File: config.mk
export PLATFORM = sky130hd
export DESIGN_NAME = ipv4_route_table_unit
export DESIGN_NICKNAME = d
export VERILOG_FILES = /design/src/hw/rtl/rtu_pkg.sv /design/src/hw/rtl/rtu_cell.sv /design/src/hw/rtl/rtu_ctrl.sv /design/src/hw/rtl/ipv4_route_table_unit.sv
export SDC_FILE = /design/constraint.sdc
export NUM_CORES = 2
export LEC_CHECK = 0
export ABC_AREA = 1
export ABC_CLOCK_PERIOD_IN_PS = 8500
export BUFFER_PORTS_ARGS = -buffer_cell sky130_fd_sc_hd__clkbuf_2
export CELL_PAD_IN_SITES_DETAIL_PLACEMENT = 1
export CELL_PAD_IN_SITES_GLOBAL_PLACEMENT = 2
export CORE_MARGIN = 4
export CORE_UTILIZATION = 45
export CTS_CLUSTER_DIAMETER = 200
export DETAILED_ROUTE_END_ITERATION = 8
export PLACE_DENSITY_LB_ADDON = 0.1
export REMOVE_ABC_BUFFERS = 1
export SLEW_MARGIN = 20
export SYNTH_ARGS = -nofsm -noshare
export SYNTH_HDL_FRONTEND = slang
export SYNTH_SLANG_ARGS = --single-unit
File: constraint.sdc
create_clock -name clk_i -period 8.5 [get_ports clk_i]
set_input_delay 1.7 -clock clk_i [delete_from_list [all_inputs] [get_ports clk_i]]
set_output_delay 1.7 -clock clk_i [all_outputs]
set_load 0.1 [all_outputs]
File: src/hw/rtl/rtu_pkg.sv
package rtu_pkg;

  // Default sizing of the table
  localparam int unsigned TableEntriesDef = 16;
  localparam int unsigned IfaceCountDef   = 16;
  localparam int unsigned RefBitsDef      = 16;

  // Fixed field widths of the transaction ports
  localparam int unsigned KindW   = 2;
  localparam int unsigned AddrW   = 32;
  localparam int unsigned IfaceW  = 4;
  localparam int unsigned SlotW   = 4;
  localparam int unsigned StatusW = 2;
  localparam int unsigned CountW  = 16;

  // Request kinds
  typedef enum logic [KindW-1:0] {
    KindSearch  = 2'd0,
    KindAdd     = 2'd1,
    KindAddDef  = 2'd2,
    KindRelease = 2'd3
  } kind_e;

  // Result status codes
  typedef enum logic [StatusW-1:0] {
    StatusOk    = 2'd0,
    StatusNone  = 2'd1,
    StatusUnref = 2'd2
  } status_e;

  // Sequencer states
  typedef enum logic [1:0] {
    CtrlIdle,
    CtrlWalk,
    CtrlWrite
  } ctrl_e;

  // Update command broadcast from the sequencer to the cells
  typedef struct packed {
    logic refs_we;       // overwrite the reference count of the addressed slot
    logic fill_we;       // fill the addressed slot with the held route
    logic fill_default;  // the filled route is a default route
  } rtu_upd_t;

endpackage

File: src/hw/rtl/rtu_cell.sv
module rtu_cell import rtu_pkg::*; #(
  parameter int unsigned IDX_W    = 4,
  parameter int unsigned REF_W    = RefBitsDef,
  parameter int unsigned CELL_IDX = 0
) (
  input  logic              clk_i,
  input  logic              rst_ni,
  // held request
  input  logic [AddrW-1:0]  dest_addr_i,
  input  logic [AddrW-1:0]  net_mask_i,
  input  logic [IfaceW-1:0] iface_id_i,
  input  logic              iface_loopback_i,
  input  logic [SlotW-1:0]  slot_in_i,
  // update command
  input  rtu_upd_t          upd_i,
  input  logic [IDX_W-1:0]  upd_idx_i,
  input  logic [REF_W-1:0]  upd_refs_i,
  // wave from the previous cell
  input  logic              vld_i,
  input  logic              hit_vld_i,
  input  logic [IDX_W-1:0]  hit_idx_i,
  input  logic [IfaceW-1:0] hit_iface_i,
  input  logic [REF_W-1:0]  hit_refs_i,
  input  logic              def_vld_i,
  input  logic [IDX_W-1:0]  def_idx_i,
  input  logic [IfaceW-1:0] def_iface_i,
  input  logic [REF_W-1:0]  def_refs_i,
  input  logic              free_vld_i,
  input  logic [IDX_W-1:0]  free_idx_i,
  input  logic [REF_W-1:0]  rel_refs_i,
  input  logic              ext_i,
  // wave to the next cell
  output logic              vld_o,
  output logic              hit_vld_o,
  output logic [IDX_W-1:0]  hit_idx_o,
  output logic [IfaceW-1:0] hit_iface_o,
  output logic [REF_W-1:0]  hit_refs_o,
  output logic              def_vld_o,
  output logic [IDX_W-1:0]  def_idx_o,
  output logic [IfaceW-1:0] def_iface_o,
  output logic [REF_W-1:0]  def_refs_o,
  output logic              free_vld_o,
  output logic [IDX_W-1:0]  free_idx_o,
  output logic [REF_W-1:0]  rel_refs_o,
  output logic              ext_o
);

  localparam logic [IDX_W-1:0] MyIdx = IDX_W'(CELL_IDX);

  // Entry state
  logic              up_q, dflt_q;
  logic [AddrW-1:0]  dest_q, mask_q;
  logic [IfaceW-1:0] iface_q;
  logic              loop_q;
  logic [REF_W-1:0]  refs_q;

  // Wave registers
  logic              vld_q, hit_vld_q, def_vld_q, free_vld_q, ext_q;
  logic [IDX_W-1:0]  hit_idx_q, def_idx_q, free_idx_q;
  logic [IfaceW-1:0] hit_iface_q, def_iface_q;
  logic [REF_W-1:0]  hit_refs_q, def_refs_q, rel_refs_q;

  logic sel, match, is_free, is_rel;

  assign sel     = (upd_idx_i == MyIdx);
  assign match   = up_q && !dflt_q && ((dest_addr_i & mask_q) == dest_q);
  assign is_free = !up_q && !dflt_q && (refs_q == '0);
  assign is_rel  = (32'(slot_in_i) == CELL_IDX);

  // Hold the entry flags and count; apply the addressed update
  always_ff @(posedge clk_i or negedge rst_ni) begin
    if (!rst_ni) begin
      up_q   <= 1'b0;
      dflt_q <= 1'b0;
      refs_q <= '0;
    end else if (sel && upd_i.fill_we) begin
      up_q   <= 1'b1;
      dflt_q <= upd_i.fill_default;
      refs_q <= '0;
    end else if (sel && upd_i.refs_we) begin
      refs_q <= upd_refs_i;
    end
  end

  // Route payload, written on fill only
  always_ff @(posedge clk_i) begin
    if (sel && upd_i.fill_we) begin
      dest_q  <= dest_addr_i;
      mask_q  <= upd_i.fill_default ? '0 : net_mask_i;
      iface_q <= iface_id_i;
      loop_q  <= iface_loopback_i;
    end
  end

  // Advance the wave valid
  always_ff @(posedge clk_i or negedge rst_ni) begin
    if (!rst_ni) begin
      vld_q <= 1'b0;
    end else begin
      vld_q <= vld_i;
    end
  end

  // Merge this entry into the wave and pass it on
  always_ff @(posedge clk_i) begin
    hit_vld_q   <= hit_vld_i || match;
    hit_idx_q   <= hit_vld_i ? hit_idx_i   : MyIdx;
    hit_iface_q <= hit_vld_i ? hit_iface_i : iface_q;
    hit_refs_q  <= hit_vld_i ? hit_refs_i  : refs_q;
    // last up default wins
    def_vld_q   <= def_vld_i || (up_q && dflt_q);
    def_idx_q   <= (up_q && dflt_q) ? MyIdx   : def_idx_i;
    def_iface_q <= (up_q && dflt_q) ? iface_q : def_iface_i;
    def_refs_q  <= (up_q && dflt_q) ? refs_q  : def_refs_i;
    // first never-used slot wins
    free_vld_q  <= free_vld_i || is_free;
    free_idx_q  <= free_vld_i ? free_idx_i : MyIdx;
    rel_refs_q  <= is_rel ? refs_q : rel_refs_i;
    ext_q       <= ext_i || (up_q && !loop_q);
  end

  assign vld_o       = vld_q;
  assign hit_vld_o   = hit_vld_q;
  assign hit_idx_o   = hit_idx_q;
  assign hit_iface_o = hit_iface_q;
  assign hit_refs_o  = hit_refs_q;
  assign def_vld_o   = def_vld_q;
  assign def_idx_o   = def_idx_q;
  assign def_iface_o = def_iface_q;
  assign def_refs_o  = def_refs_q;
  assign free_vld_o  = free_vld_q;
  assign free_idx_o  = free_idx_q;
  assign rel_refs_o  = rel_refs_q;
  assign ext_o       = ext_q;

endmodule

File: src/hw/rtl/rtu_ctrl.sv
module rtu_ctrl import rtu_pkg::*; #(
  parameter int unsigned TABLE_ENTRIES = TableEntriesDef,
  parameter int unsigned IFACE_COUNT   = IfaceCountDef,
  parameter int unsigned IDX_W         = 4,
  parameter int unsigned REF_W         = RefBitsDef
) (
  input  logic               clk_i,
  input  logic               rst_ni,
  // input transaction
  input  logic               in_valid_i,
  output logic               in_stall_o,
  input  logic [KindW-1:0]   kind_i,
  input  logic [AddrW-1:0]   dest_addr_i,
  input  logic [AddrW-1:0]   net_mask_i,
  input  logic [IfaceW-1:0]  iface_id_i,
  input  logic               iface_loopback_i,
  input  logic [SlotW-1:0]   slot_in_i,
  // held request to the cells
  output logic [AddrW-1:0]   req_dest_o,
  output logic [AddrW-1:0]   req_mask_o,
  output logic [IfaceW-1:0]  req_iface_o,
  output logic               req_loop_o,
  output logic [SlotW-1:0]   req_slot_o,
  output logic               wave_start_o,
  // update command to the cells
  output rtu_upd_t           upd_o,
  output logic [IDX_W-1:0]   upd_idx_o,
  output logic [REF_W-1:0]   upd_refs_o,
  // wave leaving the last cell
  input  logic               w_vld_i,
  input  logic               w_hit_vld_i,
  input  logic [IDX_W-1:0]   w_hit_idx_i,
  input  logic [IfaceW-1:0]  w_hit_iface_i,
  input  logic [REF_W-1:0]   w_hit_refs_i,
  input  logic               w_def_vld_i,
  input  logic [IDX_W-1:0]   w_def_idx_i,
  input  logic [IfaceW-1:0]  w_def_iface_i,
  input  logic [REF_W-1:0]   w_def_refs_i,
  input  logic               w_free_vld_i,
  input  logic [IDX_W-1:0]   w_free_idx_i,
  input  logic [REF_W-1:0]   w_rel_refs_i,
  input  logic               w_ext_i,
  // result transaction
  output logic               out_valid_o,
  input  logic               out_stall_i,
  output logic [StatusW-1:0] status_o,
  output logic [SlotW-1:0]   slot_out_o,
  output logic [IfaceW-1:0]  route_iface_o,
  output logic [CountW-1:0]  ref_count_o,
  output logic               has_external_route_o
);

  ctrl_e state_q, state_d;

  // Held request
  kind_e             kind_q;
  logic [AddrW-1:0]  dest_q, mask_q;
  logic [IfaceW-1:0] iface_q;
  logic              loop_q;
  logic [SlotW-1:0]  slot_q;
  logic              start_q;

  // Decision taken from the wave
  status_e           dec_status;
  logic [IDX_W-1:0]  dec_idx;
  logic [IfaceW-1:0] dec_iface;
  logic [REF_W-1:0]  dec_refs;
  logic              dec_ext;
  rtu_upd_t          dec_upd;

  status_e           res_status_q;
  logic [IDX_W-1:0]  res_idx_q;
  logic [IfaceW-1:0] res_iface_q;
  logic [REF_W-1:0]  res_refs_q;
  logic              res_ext_q;
  rtu_upd_t          res_upd_q;

  // Output register
  logic               out_valid_q;
  logic [StatusW-1:0] status_q;
  logic [SlotW-1:0]   slot_out_q;
  logic [IfaceW-1:0]  route_iface_q;
  logic [CountW-1:0]  ref_count_q;
  logic               ext_q;

  logic accept, capture, out_free, retire;

  assign accept   = in_valid_i && !in_stall_o;
  assign capture  = (state_q == CtrlWalk) && w_vld_i;
  assign out_free = !out_valid_q || !out_stall_i;
  assign retire   = (state_q == CtrlWrite) && out_free;

  // Next state
  always_comb begin
    state_d = state_q;
    unique case (state_q)
      CtrlIdle:  if (in_valid_i) state_d = CtrlWalk;
      CtrlWalk:  if (w_vld_i)    state_d = CtrlWrite;
      CtrlWrite: if (out_free)   state_d = CtrlIdle;
      default:                   state_d = CtrlIdle;
    endcase
  end

  // State outputs
  always_comb begin
    in_stall_o = 1'b1;
    upd_o      = '0;
    unique case (state_q)
      CtrlIdle:  in_stall_o = 1'b0;
      CtrlWalk:  in_stall_o = 1'b1;
      CtrlWrite: if (out_free) upd_o = res_upd_q;
      default:   in_stall_o = 1'b1;
    endcase
  end

  always_ff @(posedge clk_i or negedge rst_ni) begin
    if (!rst_ni) begin
      state_q <= CtrlIdle;
      start_q <= 1'b0;
    end else begin
      state_q <= state_d;
      start_q <= accept;
    end
  end

  // Hold the accepted transaction
  always_ff @(posedge clk_i) begin
    if (accept) begin
      kind_q  <= kind_e'(kind_i);
      dest_q  <= dest_addr_i;
      mask_q  <= net_mask_i;
      iface_q <= iface_id_i;
      loop_q  <= iface_loopback_i;
      slot_q  <= slot_in_i;
    end
  end

  // Resolve the wave into a result and an update
  always_comb begin
    dec_status = StatusNone;
    dec_idx    = '0;
    dec_iface  = '0;
    dec_refs   = '0;
    dec_ext    = w_ext_i;
    dec_upd    = '0;
    unique case (kind_q)
      KindSearch: begin
        if (w_hit_vld_i || w_def_vld_i) begin
          dec_status = StatusOk;
          dec_idx    = w_hit_vld_i ? w_hit_idx_i   : w_def_idx_i;
          dec_iface  = w_hit_vld_i ? w_hit_iface_i : w_def_iface_i;
          dec_refs   = w_hit_vld_i ? w_hit_refs_i  : w_def_refs_i;
          // saturate at the top of the count
          if (dec_refs != '1) dec_refs = dec_refs + REF_W'(1);
          dec_upd.refs_we = 1'b1;
        end
      end
      KindAdd, KindAddDef: begin
        if ((32'(iface_q) < IFACE_COUNT) && w_free_vld_i) begin
          dec_status           = StatusOk;
          dec_idx              = w_free_idx_i;
          dec_upd.fill_we      = 1'b1;
          dec_upd.fill_default = (kind_q == KindAddDef);
          dec_ext              = w_ext_i || !loop_q;
        end
      end
      KindRelease: begin
        if (32'(slot_q) < TABLE_ENTRIES) begin
          dec_idx = IDX_W'(slot_q);
          if (w_rel_refs_i == '0) begin
            dec_status = StatusUnref;
          end else begin
            dec_status      = StatusOk;
            dec_refs        = w_rel_refs_i - REF_W'(1);
            dec_upd.refs_we = 1'b1;
          end
        end
      end
      default: dec_status = StatusNone;
    endcase
  end

  always_ff @(posedge clk_i) begin
    if (capture) begin
      res_status_q <= dec_status;
      res_idx_q    <= dec_idx;
      res_iface_q  <= dec_iface;
      res_refs_q   <= dec_refs;
      res_ext_q    <= dec_ext;
      res_upd_q    <= dec_upd;
    end
  end

  // Output register: load on retire, drop when taken
  always_ff @(posedge clk_i or negedge rst_ni) begin
    if (!rst_ni) begin
      out_valid_q <= 1'b0;
    end else if (retire) begin
      out_valid_q <= 1'b1;
    end else if (!out_stall_i) begin
      out_valid_q <= 1'b0;
    end
  end

  always_ff @(posedge clk_i) begin
    if (retire) begin
      status_q      <= res_status_q;
      slot_out_q    <= SlotW'(res_idx_q);
      route_iface_q <= res_iface_q;
      ref_count_q   <= CountW'(res_refs_q);
      ext_q         <= res_ext_q;
    end
  end

  assign req_dest_o           = dest_q;
  assign req_mask_o           = mask_q;
  assign req_iface_o          = iface_q;
  assign req_loop_o           = loop_q;
  assign req_slot_o           = slot_q;
  assign wave_start_o         = start_q;
  assign upd_idx_o            = res_idx_q;
  assign upd_refs_o           = res_refs_q;
  assign out_valid_o          = out_valid_q;
  assign status_o             = status_q;
  assign slot_out_o           = slot_out_q;
  assign route_iface_o        = route_iface_q;
  assign ref_count_o          = ref_count_q;
  assign has_external_route_o = ext_q;

endmodule

File: src/hw/rtl/ipv4_route_table_unit.sv
// IPv4 route table with masked-match lookup. Each transaction is a search, an
// add route, an add default route or a reference release, and gives exactly
// one result. The table is a row of TABLE_ENTRIES cells, one route per cell;
// a request walks the row one cell per clock, collecting the first matching
// route, the last default route, the first never-used slot and the released
// slot's count, then the sequencer writes any update back to the chosen cell.
// One transaction is in flight at a time. Its result is captured from the
// end of the cell row into a result register and then loaded into the
// output register once that is free, and the next transaction can be taken
// only after that, so the block does not take a new transaction before it
// is through with the last; in_stall_o is low only while the block is idle.
// The result sits in an output register, so a new transaction may be accepted
// while the previous result is still waiting. Release of a slot beyond the
// table and add with an out-of-range interface report no route.
module ipv4_route_table_unit import rtu_pkg::*; #(
  parameter int unsigned TABLE_ENTRIES = TableEntriesDef,
  parameter int unsigned IFACE_COUNT   = IfaceCountDef,
  parameter int unsigned REF_BITS      = RefBitsDef
) (
  input  logic               clk_i,
  input  logic               rst_ni,
  input  logic               in_valid_i,
  output logic               in_stall_o,
  input  logic [KindW-1:0]   kind_i,
  input  logic [AddrW-1:0]   dest_addr_i,
  input  logic [AddrW-1:0]   net_mask_i,
  input  logic [IfaceW-1:0]  iface_id_i,
  input  logic               iface_loopback_i,
  input  logic [SlotW-1:0]   slot_in_i,
  output logic               out_valid_o,
  input  logic               out_stall_i,
  output logic [StatusW-1:0] status_o,
  output logic [SlotW-1:0]   slot_out_o,
  output logic [IfaceW-1:0]  route_iface_o,
  output logic [CountW-1:0]  ref_count_o,
  output logic               has_external_route_o
);

  localparam int unsigned IdxW = $clog2(TABLE_ENTRIES);
  localparam int unsigned N    = TABLE_ENTRIES;

  logic [AddrW-1:0]  req_dest, req_mask;
  logic [IfaceW-1:0] req_iface;
  logic              req_loop;
  logic [SlotW-1:0]  req_slot;
  rtu_upd_t          upd;
  logic [IdxW-1:0]   upd_idx;
  logic [REF_BITS-1:0] upd_refs;

  // Wave links between cells; link 0 feeds the first cell
  logic                vld      [N+1];
  logic                hit_vld  [N+1];
  logic [IdxW-1:0]     hit_idx  [N+1];
  logic [IfaceW-1:0]   hit_iface[N+1];
  logic [REF_BITS-1:0] hit_refs [N+1];
  logic                def_vld  [N+1];
  logic [IdxW-1:0]     def_idx  [N+1];
  logic [IfaceW-1:0]   def_iface[N+1];
  logic [REF_BITS-1:0] def_refs [N+1];
  logic                free_vld [N+1];
  logic [IdxW-1:0]     free_idx [N+1];
  logic [REF_BITS-1:0] rel_refs [N+1];
  logic                ext      [N+1];

  // Start each wave empty
  assign hit_vld[0]   = 1'b0;
  assign hit_idx[0]   = '0;
  assign hit_iface[0] = '0;
  assign hit_refs[0]  = '0;
  assign def_vld[0]   = 1'b0;
  assign def_idx[0]   = '0;
  assign def_iface[0] = '0;
  assign def_refs[0]  = '0;
  assign free_vld[0]  = 1'b0;
  assign free_idx[0]  = '0;
  assign rel_refs[0]  = '0;
  assign ext[0]       = 1'b0;

  rtu_ctrl #(
    .TABLE_ENTRIES(TABLE_ENTRIES),
    .IFACE_COUNT  (IFACE_COUNT),
    .IDX_W        (IdxW),
    .REF_W        (REF_BITS)
  ) u_ctrl (
    .clk_i,
    .rst_ni,
    .in_valid_i,
    .in_stall_o,
    .kind_i,
    .dest_addr_i,
    .net_mask_i,
    .iface_id_i,
    .iface_loopback_i,
    .slot_in_i,
    .req_dest_o   (req_dest),
    .req_mask_o   (req_mask),
    .req_iface_o  (req_iface),
    .req_loop_o   (req_loop),
    .req_slot_o   (req_slot),
    .wave_start_o (vld[0]),
    .upd_o        (upd),
    .upd_idx_o    (upd_idx),
    .upd_refs_o   (upd_refs),
    .w_vld_i      (vld[N]),
    .w_hit_vld_i  (hit_vld[N]),
    .w_hit_idx_i  (hit_idx[N]),
    .w_hit_iface_i(hit_iface[N]),
    .w_hit_refs_i (hit_refs[N]),
    .w_def_vld_i  (def_vld[N]),
    .w_def_idx_i  (def_idx[N]),
    .w_def_iface_i(def_iface[N]),
    .w_def_refs_i (def_refs[N]),
    .w_free_vld_i (free_vld[N]),
    .w_free_idx_i (free_idx[N]),
    .w_rel_refs_i (rel_refs[N]),
    .w_ext_i      (ext[N]),
    .out_valid_o,
    .out_stall_i,
    .status_o,
    .slot_out_o,
    .route_iface_o,
    .ref_count_o,
    .has_external_route_o
  );

  for (genvar i = 0; i < N; i++) begin : g_cell
    rtu_cell #(
      .IDX_W   (IdxW),
      .REF_W   (REF_BITS),
      .CELL_IDX(i)
    ) u_cell (
      .clk_i,
      .rst_ni,
      .dest_addr_i     (req_dest),
      .net_mask_i      (req_mask),
      .iface_id_i      (req_iface),
      .iface_loopback_i(req_loop),
      .slot_in_i       (req_slot),
      .upd_i           (upd),
      .upd_idx_i       (upd_idx),
      .upd_refs_i      (upd_refs),
      .vld_i           (vld[i]),
      .hit_vld_i       (hit_vld[i]),
      .hit_idx_i       (hit_idx[i]),
      .hit_iface_i     (hit_iface[i]),
      .hit_refs_i      (hit_refs[i]),
      .def_vld_i       (def_vld[i]),
      .def_idx_i       (def_idx[i]),
      .def_iface_i     (def_iface[i]),
      .def_refs_i      (def_refs[i]),
      .free_vld_i      (free_vld[i]),
      .free_idx_i      (free_idx[i]),
      .rel_refs_i      (rel_refs[i]),
      .ext_i           (ext[i]),
      .vld_o           (vld[i+1]),
      .hit_vld_o       (hit_vld[i+1]),
      .hit_idx_o       (hit_idx[i+1]),
      .hit_iface_o     (hit_iface[i+1]),
      .hit_refs_o      (hit_refs[i+1]),
      .def_vld_o       (def_vld[i+1]),
      .def_idx_o       (def_idx[i+1]),
      .def_iface_o     (def_iface[i+1]),
      .def_refs_o      (def_refs[i+1]),
      .free_vld_o      (free_vld[i+1]),
      .free_idx_o      (free_idx[i+1]),
      .rel_refs_o      (rel_refs[i+1]),
      .ext_o           (ext[i+1])
    );
  end

endmodule

==> metrics.md <==
| Metric | Value |
|---|---|
| LEAKAGE | `39.28 nW` |
| Mean instance size in the synthesized netlist | `11.35 um2` |
| Most area-hungry cell type in the Yosys netlist | `edfxtp_1` |
| Category of the worst setup path capture point | `flop` |
| Violation count after the first detailed-routing iteration | `4,214` |
| Area inside the core boundary | `a little over 200,000 um2` |
| Total setup buffers inserted after CTS | `0` |
| Quantity of I/O buffers inserted on ports | `107` |
| Maximum clock insertion buffer count | `4` |
| Count of vias placed by the detailed router | `58,842` |
| Most common cell after layout, fill and taps aside | `nand2_1` |
| DRC violations left | `0` |
| Worst-path fanout max | `50` |
| Aggregate negative setup slack | `0 ns` |
| Gpl congestion | `0.8641` |
| Core occupancy in the finished layout | `about half` |
| DRT antenna net count | `0` |
| Detailed placer's ending HPWL | `between 150,000 and 200,000 um` |
| Worst-case headroom to the max-slew limit | `18.76%` |
| Hold Worst Slack | `between 0.3 and 0.4 ns` |
| Number of pins exceeding their max-slew limit in the final report | `0` |
| Post-CTS Hold Fix Bufs | `0` |
| Clk_lat worst skew | `0.91 ns` |
| Largest net degree at the start of global routing | `136` |
| Startpoint type of the worst setup path | `input port` |
| Library cell used as clock root buffer | `clkbuf_16` |
| Maximum resistive drop on vdd | `between 200 and 250 uV` |
| Number of register bits inferred by synthesis | `2,651` |
| Worst path required time | `between 9 and 10 ns` |
| Final cycle utilization of the critical path | `roughly 49%` |
| Class of the tightest hold or removal check | `flop to flop` |
| Fin worst setup slack | `around 4.4 ns` |
| Gates resized, CTS repair | `0` |
| Maximum achievable frequency | `about 240 MHz` |
| Final #Nets | `8,458` |
| Unrepaired setup endpoints after global routing | `no` |
| Routed WL per cell | `~25 um` |
| Die Footprint | `between 200,000 and 250,000 um2` |
| Cell count after synthesis | `8,164` |
| Count of different cell masters after synthesis | `47` |
| X dimension of the die | `approximately 460 um` |
| Setup slack at placement | `3.422 ns` |
| Effective utilization at floorplan | `a little under half` |
| Clock tree from TritonCTS | `done` |
| Worst Max-Slew Pin Slew | `around 1.2 ns` |
| Proportion of netlist area held by the largest area contributor | `40.07%` |
| Vias per cell | `between 5 and 6` |
| CTS sink count | `around 2,700` |
| Yosys warnings | `0` |
| Arr. time, crit path | `~4.7 ns` |
| Commonest cells after routing, fill and taps aside | `nand2_1 (2,146), edfxtp_1 (1,236), dfxtp_1 (1,101), o21ai_0 (1,001), inv_1 (587)` |
| Sum of overflow across all layers after global routing | `0` |
| Post-synthesis cell area | `about 93,000 um2` |
| Syn-to-layout area delta | `13.75%` |
| Part of the Yosys area used for sequential elements | `72.32%` |
| Proportion of layout cells with a drive suffix above 1 | `a little over a tenth` |
| Total Wirelength | `281,400 um` |
| Shortest period the worst path allows | `approximately 4.1 ns` |
| Y dimension of the die | `around 460 um` |
| Number of antenna violations at the first check in global routing | `8` |
| Inserted Clock Buffers | `roughly 300` |
| Max capacitance violation total | `0` |
| Global routing usage summed across all routing layers | `26.35%` |
| Vias in the first global route | `61,947` |
| Boundary Pins | `108` |
| Setup CP Type | `input port to flop` |
| Final hold violation count | `0` |
| Placement row count | `around 170` |
| 1st-pass router iterations | `5` |
| Status | `completed` |
| Global-route wire length before repair | `between 400,000 and 500,000 um` |
| H-tree levels | `5` |
| Top cells by area in the synthesized netlist | `edfxtp_1 (40%), dfxtp_1 (24%), nand2_1 (8.7%)` |
| Power Dens Cells | `278.4 nW/um2` |
| Largest clock skew in the final design | `just under 0.04 ns` |
| Setup violations, final | `0` |
| Clock input transition at the sequential cells of the worst setup and hold paths | `about 0.060 ns` |
flip-flops by register name, indices dropped and copies added (netlist names), 49 cells and up:
register,cells
g_cell.u_cell.iface_q,64
g_cell.u_cell.hit_idx_o,49
g_cell.u_cell.hit_refs_o,256
g_cell.u_cell.def_refs_o,256
g_cell.u_cell.refs_q,256
g_cell.u_cell.free_idx_o,49
g_cell.u_cell.hit_iface_o,64
g_cell.u_cell.def_idx_o,49
g_cell.u_cell.mask_q,512
g_cell.u_cell.dest_q,512
g_cell.u_cell.rel_refs_o,256
g_cell.u_cell.def_iface_o,64
per-stage QoR:
stage | std cells | total power, mW | instance area [um2]
after floorplan | 7846 | 16.10 | 91110
after global placement | 10760 | 17.29 | 95980
after detailed placement | 10762 | 17.37 | 96040
after CTS | 11271 | 29.64 | 105300
after global routing | 11274 | 30.41 | 105400
final | 11274 | 29.33 | 105400
critical path: stages:
cell      delay (ns)
clkbuf_2        0.12
a21oi_4         0.13
buf_4           0.39
nand2_4         0.26
inv_2           0.41
nand2_1         0.21
inv_2           0.46
buf_4           0.82
per-layer routing:
metal  global-route usage [%]  vias up  wire length, um
li1                         -    27582                -
met4                    10.41        2            12090
met3                    2.964      484             9140
met2                    48.18     1173           147500
met5                        0        -               13
met1                    31.71    29601           112700
worst paths after layout:
kind / startpoint / endpoint / slack (ns) / depth (start not counted)
max: out_stall_i / g_cell[3].u_cell.mask_q[21] / 4.37 / 8
min: g_cell[7].u_cell.vld_o / g_cell[8].u_cell.vld_o / 0.35 / 0
max reg2reg: u_ctrl.state_q[0] / g_cell[3].u_cell.mask_q[21] / 4.72 / 9
min reg2reg: g_cell[7].u_cell.vld_o / g_cell[8].u_cell.vld_o / 0.35 / 0
max in group asynchronous: rst_ni / g_cell[13].u_cell.refs_q[10] / 6.42 / 2
min in group asynchronous: rst_ni / g_cell[6].u_cell.refs_q[1] / 0.74 / 1
layout make-up:
type,count,area (um2)
multi-input cells,4587,21940
flip-flops and latches,2651,66990
well taps,2688,3363
diodes,1,2.502
fillers,21272,99230
inverters,608,2303
repair buffers,230,1528
clock buffers,418,8473
clock inverters,91,758.2
power breakdown:
group	internal [mW]	switching [mW]	total, mW
Combinational	0.576	1.86	2.44
Sequential	14.3	0.380	14.6
Clock	7.30	4.95	12.3
Total	22.1	7.19	29.3
logic make-up (layout without fill, tap and decap cells):
kind of cell	Yosys count	in the layout	share of synthesized area (%)
adder cells (fa/ha/maj)	5	5	0.06754
AND/OR/NAND/NOR	2964	2964	13.28
XOR/XNOR	263	263	2.487
multiplexers	4	4	0.04323
buffers and inverters	926	1347	4.103
AO/OA/AOI/OAI	1351	1351	7.695
other	0	1	0
flip-flops	2651	2651	72.32
synth_stat cells, drive strengths merged:
cell	count
o21a	4
o21ai	1189
a211oi	5
xor2	88
ha	5
inv	608
o2111ai	16
mux2i	4
or2	170
nor4	65
nand3b	8
o22ai	10
a22o	6
buf	79
o31ai	2
o2111a	2
nor2	273
dfrtp	308
clkbuf	239
o221ai	2
edfxtp	1236
o41ai	15
a21oi	62
dfxtp	1107
o21bai	16
o211ai	22
nor3b	1
nand2	2173
xnor2	175
nand3	120
nand4	70
nor3	84
No activity file was read; power rests on OpenSTA's default activity.
